### config.mk
export PLATFORM = sky130hd
export DESIGN_NAME = tilt_balance_sequencer_top_flat
export DESIGN_NICKNAME = d
export VERILOG_FILES = /design/src/rtl/core/tbs_pkg.sv /design/src/rtl/core/tbs_if.sv /design/src/rtl/core/tilt_balance_sequencer_top.sv /design/src/flat_wrapper.sv
export SDC_FILE = /design/constraint.sdc
export NUM_CORES = 1
export LEC_CHECK = 0
export BUFFER_PORTS_ARGS = -buffer_cell sky130_fd_sc_hd__buf_2
export CORE_MARGIN = 2
export CORE_UTILIZATION = 57
export CTS_CLUSTER_DIAMETER = 30
export DETAILED_ROUTE_END_ITERATION = 8
export GPL_ROUTABILITY_DRIVEN = 0
export PLACE_DENSITY = 0.8
export SLEW_MARGIN = 40
export SYNTH_ARGS = -nofsm -noshare
export SYNTH_HDL_FRONTEND = slang
export SYNTH_SLANG_ARGS = --single-unit
### constraint.sdc
create_clock -name clk_i -period 5.1 [get_ports clk_i]
set_clock_uncertainty 0.2 [all_clocks]
set_input_delay 0.255 -clock clk_i [delete_from_list [all_inputs] [get_ports clk_i]]
set_output_delay 0.255 -clock clk_i [all_outputs]
set_load 0.02 [all_outputs]
### src/rtl/core/tbs_pkg.sv
`timescale 1ns / 1ps

package tbs_pkg;

  localparam int unsigned TiltW   = 16;
  localparam int unsigned DriveW  = 16;
  localparam int unsigned PhaseW  = 3;
  localparam int unsigned SpeedW  = 15;
  localparam int unsigned AngleW  = 15;
  localparam int unsigned TicksW  = 10;
  localparam int unsigned CountW  = 12;
  localparam int unsigned CfgIdxW = 4;
  localparam int unsigned CfgDatW = 16;

  localparam logic [CountW-1:0] CountMax       = {CountW{1'b1}};
  localparam logic [CountW-1:0] DoubleTapTicks = CountW'(15);

  // phase codes
  localparam logic [PhaseW-1:0] PhScore    = 3'd0;
  localparam logic [PhaseW-1:0] PhApproach = 3'd1;
  localparam logic [PhaseW-1:0] PhClimb    = 3'd2;
  localparam logic [PhaseW-1:0] PhSettle   = 3'd3;
  localparam logic [PhaseW-1:0] PhDone     = 3'd4;

  // register indexes
  localparam logic [CfgIdxW-1:0] RegMode      = 4'd0;
  localparam logic [CfgIdxW-1:0] RegSpeedFast = 4'd1;
  localparam logic [CfgIdxW-1:0] RegSpeedSlow = 4'd2;
  localparam logic [CfgIdxW-1:0] RegOnStation = 4'd3;
  localparam logic [CfgIdxW-1:0] RegLevel     = 4'd4;
  localparam logic [CfgIdxW-1:0] RegDebounce  = 4'd5;
  localparam logic [CfgIdxW-1:0] RegTap       = 4'd6;
  localparam logic [CfgIdxW-1:0] RegBackup    = 4'd7;

  typedef struct packed {
    logic [0:0]        mode;
    logic [SpeedW-1:0] speed_fast;
    logic [SpeedW-1:0] speed_slow;
    logic [AngleW-1:0] on_station_angle;
    logic [AngleW-1:0] level_angle;
    logic [TicksW-1:0] debounce_ticks;
    logic [TicksW-1:0] tap_ticks;
    logic [TicksW-1:0] backup_ticks;
  } cfg_t;

endpackage

### src/rtl/core/tbs_if.sv
`timescale 1ns / 1ps

interface tbs_tilt_if;
  import tbs_pkg::*;
  logic                     valid;
  logic                     ready;
  logic signed [TiltW-1:0]  tilt;
  modport source (output valid, output tilt, input ready);
  modport sink   (input valid, input tilt, output ready);
endinterface

interface tbs_res_if;
  import tbs_pkg::*;
  logic                     valid;
  logic                     ready;
  logic signed [DriveW-1:0] drive;
  logic [PhaseW-1:0]        phase;
  logic                     done_res;
  modport source (output valid, output drive, output phase, output done_res, input ready);
  modport sink   (input valid, input drive, input phase, input done_res, output ready);
endinterface

interface tbs_cfg_if;
  import tbs_pkg::*;
  logic                 valid;
  logic                 ready;
  logic [CfgIdxW-1:0]   index;
  logic [CfgDatW-1:0]   data;
  modport source (output valid, output index, output data, input ready);
  modport sink   (input valid, input index, input data, output ready);
endinterface

### src/rtl/core/tilt_balance_sequencer_top.sv
`timescale 1ns / 1ps

// tilt balance sequencer: one transaction per control tick
// tilt_i   : input channel, one signed tilt angle (1/128 degree) per transaction
// result_o : output channel, drive speed (Q1.15 signed), phase and done flag
// cfg_i    : register write channel, index and data, always ready; write only
//            while no tick is in flight
// a tilt transaction is captured in an input register; when the result register can
// load, the phase/count update and the result are computed from that register and the
// phase and count registers, and land in the result register
// throughput: one tick per cycle while the receiver takes results, set by the phase
// and count update that each tick needs from the one before
// when the receiver stalls, the result register holds, the input register
// fills, and tilt_i.ready drops until the result is taken
// reset: registers take their default values, phase is scoring (acts as
// approach with mode 0), count is zero, both pipeline stages are empty
module tilt_balance_sequencer_top
  import tbs_pkg::*;
(
  input  logic        clk_i,
  input  logic        rst_ni,
  tbs_tilt_if.sink    tilt_i,
  tbs_res_if.source   result_o,
  tbs_cfg_if.sink     cfg_i
);

  cfg_t cfg_q;

  // configuration writes
  assign cfg_i.ready = 1'b1;

  always_ff @(posedge clk_i or negedge rst_ni) begin
    if (!rst_ni) begin
      cfg_q.mode             <= 1'b0;
      cfg_q.speed_fast       <= SpeedW'(13107);
      cfg_q.speed_slow       <= SpeedW'(6554);
      cfg_q.on_station_angle <= AngleW'(1664);
      cfg_q.level_angle      <= AngleW'(768);
      cfg_q.debounce_ticks   <= TicksW'(10);
      cfg_q.tap_ticks        <= TicksW'(20);
      cfg_q.backup_ticks     <= TicksW'(10);
    end else if (cfg_i.valid) begin
      unique case (cfg_i.index)
        RegMode:      cfg_q.mode             <= cfg_i.data[0];
        RegSpeedFast: cfg_q.speed_fast       <= cfg_i.data[SpeedW-1:0];
        RegSpeedSlow: cfg_q.speed_slow       <= cfg_i.data[SpeedW-1:0];
        RegOnStation: cfg_q.on_station_angle <= cfg_i.data[AngleW-1:0];
        RegLevel:     cfg_q.level_angle      <= cfg_i.data[AngleW-1:0];
        RegDebounce:  cfg_q.debounce_ticks   <= cfg_i.data[TicksW-1:0];
        RegTap:       cfg_q.tap_ticks        <= cfg_i.data[TicksW-1:0];
        RegBackup:    cfg_q.backup_ticks     <= cfg_i.data[TicksW-1:0];
        default:      ;  // writes beyond the register list are dropped
      endcase
    end
  end

  // pipeline handshakes
  logic                    in_valid_q;
  logic signed [TiltW-1:0] in_tilt_q;
  logic                    out_valid_q;
  logic                    out_load;
  logic                    step_fire;

  assign out_load     = !out_valid_q || result_o.ready;
  assign step_fire    = in_valid_q && out_load;
  assign tilt_i.ready = !in_valid_q || step_fire;

  always_ff @(posedge clk_i or negedge rst_ni) begin
    if (!rst_ni) begin
      in_valid_q <= 1'b0;
    end else if (tilt_i.ready) begin
      in_valid_q <= tilt_i.valid;
    end
  end

  always_ff @(posedge clk_i) begin
    if (tilt_i.ready && tilt_i.valid) begin
      in_tilt_q <= tilt_i.tilt;
    end
  end

  // sequencer state
  logic [PhaseW-1:0] phase_q, phase_d;
  logic [CountW-1:0] count_q, count_d;

  logic [PhaseW-1:0]        eff_phase;
  logic [PhaseW-1:0]        shown_phase;
  logic [CountW-1:0]        count_inc;
  logic [CountW-1:0]        t1, t2, t3;
  logic [CountW-1:0]        debounce;
  logic signed [TiltW:0]    tilt_x;
  logic signed [TiltW:0]    on_station_x;
  logic signed [TiltW:0]    level_x;
  logic [TiltW:0]           mag;
  logic [TiltW+1:0]         mag2;
  logic signed [DriveW-1:0] fast_pos, slow_pos, half_slow;
  logic signed [DriveW-1:0] drive_d;

  assign count_inc    = (count_q == CountMax) ? count_q : count_q + 1'b1;
  assign t1           = CountW'(cfg_q.tap_ticks);
  assign t2           = t1 + CountW'(cfg_q.backup_ticks);
  assign t3           = t2 + DoubleTapTicks;
  assign debounce     = CountW'(cfg_q.debounce_ticks);
  assign tilt_x       = (TiltW+1)'(in_tilt_q);
  assign on_station_x = $signed({2'b00, cfg_q.on_station_angle});
  assign level_x      = $signed({2'b00, cfg_q.level_angle});
  assign mag          = tilt_x[TiltW] ? (TiltW+1)'(-tilt_x) : (TiltW+1)'(tilt_x);
  assign mag2         = {mag, 1'b0};
  assign fast_pos     = $signed({1'b0, cfg_q.speed_fast});
  assign slow_pos     = $signed({1'b0, cfg_q.speed_slow});
  assign half_slow    = $signed({2'b00, cfg_q.speed_slow[SpeedW-1:1]});

  // in balance-only mode the scoring phase is skipped, but the stored code
  // stays at scoring until approach is left
  assign eff_phase = (phase_q == PhScore && !cfg_q.mode) ? PhApproach : phase_q;

  always_comb begin
    logic [CountW-1:0] c;
    c       = count_q;
    phase_d = phase_q;
    count_d = count_q;
    drive_d = '0;
    unique case (eff_phase)
      PhScore: begin
        count_d = count_inc;
        if (count_inc < t1) begin
          drive_d = -fast_pos;
        end else if (count_inc < t2) begin
          drive_d = fast_pos;
        end else if (count_inc < t3) begin
          drive_d = -fast_pos;
        end else begin
          count_d = '0;
          phase_d = PhApproach;
        end
      end
      PhApproach: begin
        c = (tilt_x > on_station_x) ? count_inc : count_q;
        count_d = c;
        if (c > debounce) begin
          phase_d = PhClimb;
          count_d = '0;
          drive_d = slow_pos;
        end else begin
          drive_d = fast_pos;
        end
      end
      PhClimb: begin
        c = (tilt_x < level_x) ? count_inc : count_q;
        count_d = c;
        if (c > debounce) begin
          phase_d = PhSettle;
          count_d = '0;
        end else begin
          drive_d = slow_pos;
        end
      end
      PhSettle: begin
        // level test on the exact half of level_angle
        c = (mag2 <= {2'b00, level_x[TiltW-1:0]}) ? count_inc : count_q;
        count_d = c;
        if (c > debounce) begin
          phase_d = PhDone;
          count_d = '0;
        end else if (tilt_x >= level_x) begin
          drive_d = half_slow;
        end else if (tilt_x <= -level_x) begin
          drive_d = -half_slow;
        end
      end
      default: ;  // done and unused codes drive zero
    endcase
  end

  always_comb begin
    shown_phase = phase_d;
    if (phase_d == PhScore && !cfg_q.mode) begin
      shown_phase = PhApproach;
    end else if (phase_d > PhDone) begin
      shown_phase = PhDone;
    end
  end

  always_ff @(posedge clk_i or negedge rst_ni) begin
    if (!rst_ni) begin
      phase_q <= PhScore;
      count_q <= '0;
    end else if (step_fire) begin
      phase_q <= phase_d;
      count_q <= count_d;
    end
  end

  // result register
  logic signed [DriveW-1:0] out_drive_q;
  logic [PhaseW-1:0]        out_phase_q;
  logic                     out_done_q;

  always_ff @(posedge clk_i or negedge rst_ni) begin
    if (!rst_ni) begin
      out_valid_q <= 1'b0;
    end else if (out_load) begin
      out_valid_q <= in_valid_q;
    end
  end

  always_ff @(posedge clk_i) begin
    if (step_fire) begin
      out_drive_q <= drive_d;
      out_phase_q <= shown_phase;
      out_done_q  <= (shown_phase == PhDone);
    end
  end

  assign result_o.valid    = out_valid_q;
  assign result_o.drive    = out_drive_q;
  assign result_o.phase    = out_phase_q;
  assign result_o.done_res = out_done_q;

  // checks
  assert property (@(posedge clk_i) disable iff (!rst_ni)
    out_valid_q |-> (out_done_q == (out_phase_q == PhDone)))
    else $error("done flag disagrees with reported phase");

  assert property (@(posedge clk_i) disable iff (!rst_ni)
    !step_fire |=> $stable(phase_q) && $stable(count_q))
    else $error("sequencer state moved without a tick");

  assert property (@(posedge clk_i) disable iff (!rst_ni)
    (step_fire && phase_d != phase_q && eff_phase != PhScore) |=> (count_q == '0))
    else $error("count not cleared on phase change");

  assert property (@(posedge clk_i) disable iff (!rst_ni)
    (out_valid_q && !result_o.ready) |=> out_valid_q && $stable(out_drive_q))
    else $error("stalled result lost");

endmodule

### src/flat_wrapper.sv
// flat-port wrapper written by rule: the top's interface ports become plain ports
module tilt_balance_sequencer_top_flat import tbs_pkg::*;
  (clk_i, rst_ni, tilt_i_valid, tilt_i_tilt, tilt_i_ready, result_o_valid, result_o_drive, result_o_phase, result_o_done_res, result_o_ready, cfg_i_valid, cfg_i_index, cfg_i_data, cfg_i_ready);
  tbs_tilt_if tilt_i_i ();
  tbs_res_if result_o_i ();
  tbs_cfg_if cfg_i_i ();
  input  logic clk_i;
  input  logic rst_ni;
  input wire logic [$bits(tilt_i_i.valid)-1:0] tilt_i_valid;
  input wire logic [$bits(tilt_i_i.tilt)-1:0] tilt_i_tilt;
  output wire logic [$bits(tilt_i_i.ready)-1:0] tilt_i_ready;
  output wire logic [$bits(result_o_i.valid)-1:0] result_o_valid;
  output wire logic [$bits(result_o_i.drive)-1:0] result_o_drive;
  output wire logic [$bits(result_o_i.phase)-1:0] result_o_phase;
  output wire logic [$bits(result_o_i.done_res)-1:0] result_o_done_res;
  input wire logic [$bits(result_o_i.ready)-1:0] result_o_ready;
  input wire logic [$bits(cfg_i_i.valid)-1:0] cfg_i_valid;
  input wire logic [$bits(cfg_i_i.index)-1:0] cfg_i_index;
  input wire logic [$bits(cfg_i_i.data)-1:0] cfg_i_data;
  output wire logic [$bits(cfg_i_i.ready)-1:0] cfg_i_ready;
  assign tilt_i_i.valid = tilt_i_valid;
  assign tilt_i_i.tilt = tilt_i_tilt;
  assign tilt_i_ready = tilt_i_i.ready;
  assign result_o_valid = result_o_i.valid;
  assign result_o_drive = result_o_i.drive;
  assign result_o_phase = result_o_i.phase;
  assign result_o_done_res = result_o_i.done_res;
  assign result_o_i.ready = result_o_ready;
  assign cfg_i_i.valid = cfg_i_valid;
  assign cfg_i_i.index = cfg_i_index;
  assign cfg_i_i.data = cfg_i_data;
  assign cfg_i_ready = cfg_i_i.ready;
  tilt_balance_sequencer_top u_core (.clk_i(clk_i), .rst_ni(rst_ni), .tilt_i(tilt_i_i), .result_o(result_o_i), .cfg_i(cfg_i_i));
endmodule
==> impl_results.md <==
* Outcome: finished, violations left
* Failing checks: negative setup slack
* Syn Area/Cell at 9.32 µm²
* YS warnings at 0
* H-tree Lvls at 4
* Die ar. at 21000 µm²
* Most frequent cells in the layout: ha_1 (134), nand2_1 (120), buf_4 (91), inv_1 (82), dfrtp_1 (82)
* Slew margin rel. at 0.449
* Final worst slack at -0.265 ns
* Num CTS Buffers at 17
* Share of cells above drive strength 1 at 0.267
* Hold Path End: u_core.cfg_q[90]
* Post-detail-place hpwl at 22700 µm
* Setup total negative slack at -3.53 ns
* Cell count after placement at 1589
* DP Area at 12500 µm²
* Setup crit end kind: flip-flop
* Post-Route Utilization at 0.714
* Largest net degree at the start of global routing at 64
* Post-synth EDFFs at 36
* CP Data Arrival Time at 5.47 ns
* Worst-Skew Late Latency at 0.44 ns
* Leakage at 0.00620 µW
* Vias in the first global route at 10300
* Synth Cell Area at 11300 µm²
* Avg Vias per Cell at 6.26
* Clock slew at reported path FFs at 0.07 ns
* Top_reg_cell synth: dfrtp_1
* Part of the Yosys area used for sequential elements at 0.337
* Min cycle time layout at 5.36 ns
* RSZ-0062 raised after global routing: yes
* Design area at 13900 µm²
* CP max FO at 6
* Die Ht at 145 µm
* Number of nets in the layout at 1562
* Startpoint class of the critical path: flip-flop
* WL/cell at 19.8 µm
* Drt drc at 0
* Max-Cap Viols at 0
* DRT Pass-1 Iters at 7
* Rows at 51
* Clk buf depth at 2
* R2R setup slack at -0.26 ns
* # setup viols final at 25
* WS Path Type: reg2reg
* Hold Path Depth at 4
* Peak supply drop at 0.000316 V
* Non-filler cells, final at 1663
* Final period util at 1.05
* Yosys reg bits at 144
* Commonest non-fill, non-tap cell in the layout: ha_1
* Syn-to-layout area delta at 22.8%
* Worst flop-to-flop path startpoint: u_core.in_tilt_q[6]
* Synth unique cells at 81
* FF-to-FF End: u_core.result_o.drive[14]
* PwrDens at 545 nW/µm²
* PortBufs at 61
* Tot GR Track Use at 0.317
* HP Class: in2reg
* CTS Root Cell: clkbuf_16
* Initial antenna violation count at 1
* I/O pins at 64
* Net Count, Synth at 1392
* HP Start: cfg_i_index[3]
* Fraction of registers with async set/reset at 0.750
* Slew @ Worst Pin at 0.826 ns
* First-pass GRT wire length at 51100 µm
* Total grt overflow at 0
* Fin. Hold Viols at 0
* DRT Wirelength at 32900 µm
* Post-Syn Instances at 1214
* Chip width at 145 µm
* Area of the core at 19500 µm²
* Clk sinks at 144
* Max-slew violations at 0
* Initial Util at 0.581
* CTS tree: built
* Final ANT Viol Nets at 0
* Routed vias at 10400
* Fmax at 186 MHz
* R2R depth at 24
* DR iter-0 viols at 1108
* CP required at 5.21 ns
-- worst max path at each step --
stage	startpoint	endpoint	slack, ns	depth (start not counted)
final	u_core.in_tilt_q[6]	u_core.result_o.drive[14]	-0.26	24
after global routing	u_core.in_tilt_q[6]	u_core.result_o.drive[14]	-0.51	24
after CTS	u_core.in_tilt_q[6]	u_core.result_o.drive[14]	-0.18	26
after detailed placement	u_core.in_tilt_q[3]	u_core.result_o.drive[14]	-0.28	25
after global placement	u_core.in_tilt_q[3]	u_core.result_o.drive[14]	-0.19	25
after floorplan	u_core.in_tilt_q[6]	u_core.result_o.drive[3]	0.007	23
-- synthesized netlist by cell type (8+ instances only) --
master / n / area share
nor2b_1: 8 / 0.0044
ha_1: 136 / 0.15
a21o_1: 10 / 0.0066
xnor2_1: 61 / 0.047
o211ai_1: 8 / 0.0053
clkbuf_1: 30 / 0.010
o21a_1: 8 / 0.0053
dfrtp_1: 82 / 0.18
a22oi_1: 14 / 0.0093
a21oi_1: 59 / 0.026
nand2b_1: 15 / 0.0083
nor3_1: 23 / 0.010
a211oi_1: 11 / 0.0073
nand2_1: 127 / 0.042
and2_1: 13 / 0.0072
nor2_1: 63 / 0.021
dfstp_2: 26 / 0.060
xor2_1: 18 / 0.014
nand3_1: 38 / 0.017
nand4_1: 19 / 0.011
mux2_2: 63 / 0.063
inv_1: 82 / 0.027
and3_1: 19 / 0.011
edfxtp_1: 36 / 0.096
o31ai_1: 11 / 0.0073
o21ai_0: 79 / 0.035
nor3b_1: 12 / 0.0080
nor4_1: 12 / 0.0066
-- metal layers --
layer	track usage	vias up	wire length [µm]
met5	0	-	0
met4	0.182	0	1820
met3	0.0526	163	2730
met2	0.515	595	15400
met1	0.400	4911	12900
li1	-	4748	-
-- repair_timing --
| item | in CTS | in global routing |
|---|---|---|
| hold buffers | 34 | 0 |
| gates cloned | 1 | 1 |
| pin swaps | 8 | 19 |
| endpoints found under the hold margin | 96 | 0 |
| gates resized for setup | 36 | 44 |
| setup buffers | 3 | 4 |
| setup endpoints to repair | 27 | 35 |
-- flip-flops by register name (all words and copies together) (netlist names) --
| signal | cells |
|---|---|
| u_core.phase_q | 3 |
| u_core.cfg_q | 91 |
| u_core.result_o.done_res | 1 |
| u_core.result_o.drive | 16 |
| u_core.result_o.valid | 1 |
| u_core.in_tilt_q | 16 |
| u_core.in_valid_q | 1 |
| u_core.count_q | 12 |
| u_core.result_o.phase | 3 |
-- where the power goes --
group	internal, µW	switching [µW]
sequential	1550	262
clock	761	548
combinational	1960	2480
-- kinds of logic after synthesis --
logic type,Yosys count,synth area share
and+or+nand+nor,383,0.170
muxes,67,0.0665
other,1,0.000332
xor gates and xnor gates,84,0.0684
buffers and inverters,125,0.0441
adders and majority gates,137,0.152
DFF,144,0.337
AOI/OAI and AO/OA,273,0.161
-- cell type report --
| class | instances | area, µm² |
|---|---|---|
| antenna | 1 | 2.50 |
| clock buffer | 20 | 489 |
| clock inverter | 12 | 134 |
| fill | 1294 | 5570 |
| inverter | 82 | 308 |
| multi-input combinational | 946 | 7380 |
| sequential | 144 | 3820 |
| tap | 265 | 332 |
| timing repair buffer | 193 | 1430 |
-- stage by stage --
stage	setup WS, ns	hold WS (ns)	power (µW)
final	-0.265	0.0645	7560
after global routing	-0.511	0.0762	8040
after CTS	-0.181	0.0639	7220
after detailed placement	-0.282	0.128	5730
after global placement	-0.193	0.123	5560
after floorplan	0.00674	-0.241	4430
-- critical path, cell delays in order (launching register included) --
cell       delay [ns]
edfxtp_1         0.40
or4_4            0.55
or3_4            0.37
o21ai_2          0.15
xnor2_1          0.08
ha_1             0.33
buf_6            0.11
nand4_1          0.12
nor4_2           0.22
a21oi_2          0.09
a2bb2oi_4        0.19
buf_12           0.16
mux2_4           0.32
ha_4             0.28
nand4_1          0.14
nor3_4           0.24
nor3_2           0.07
a21oi_2          0.21
nand3_1          0.12
mux2i_2          0.20
buf_4            0.16
nand3_2          0.09
buf_6            0.17
o21bai_1         0.13
a221o_1          0.15
Note: power is estimated with default switching activity, not from simulation.
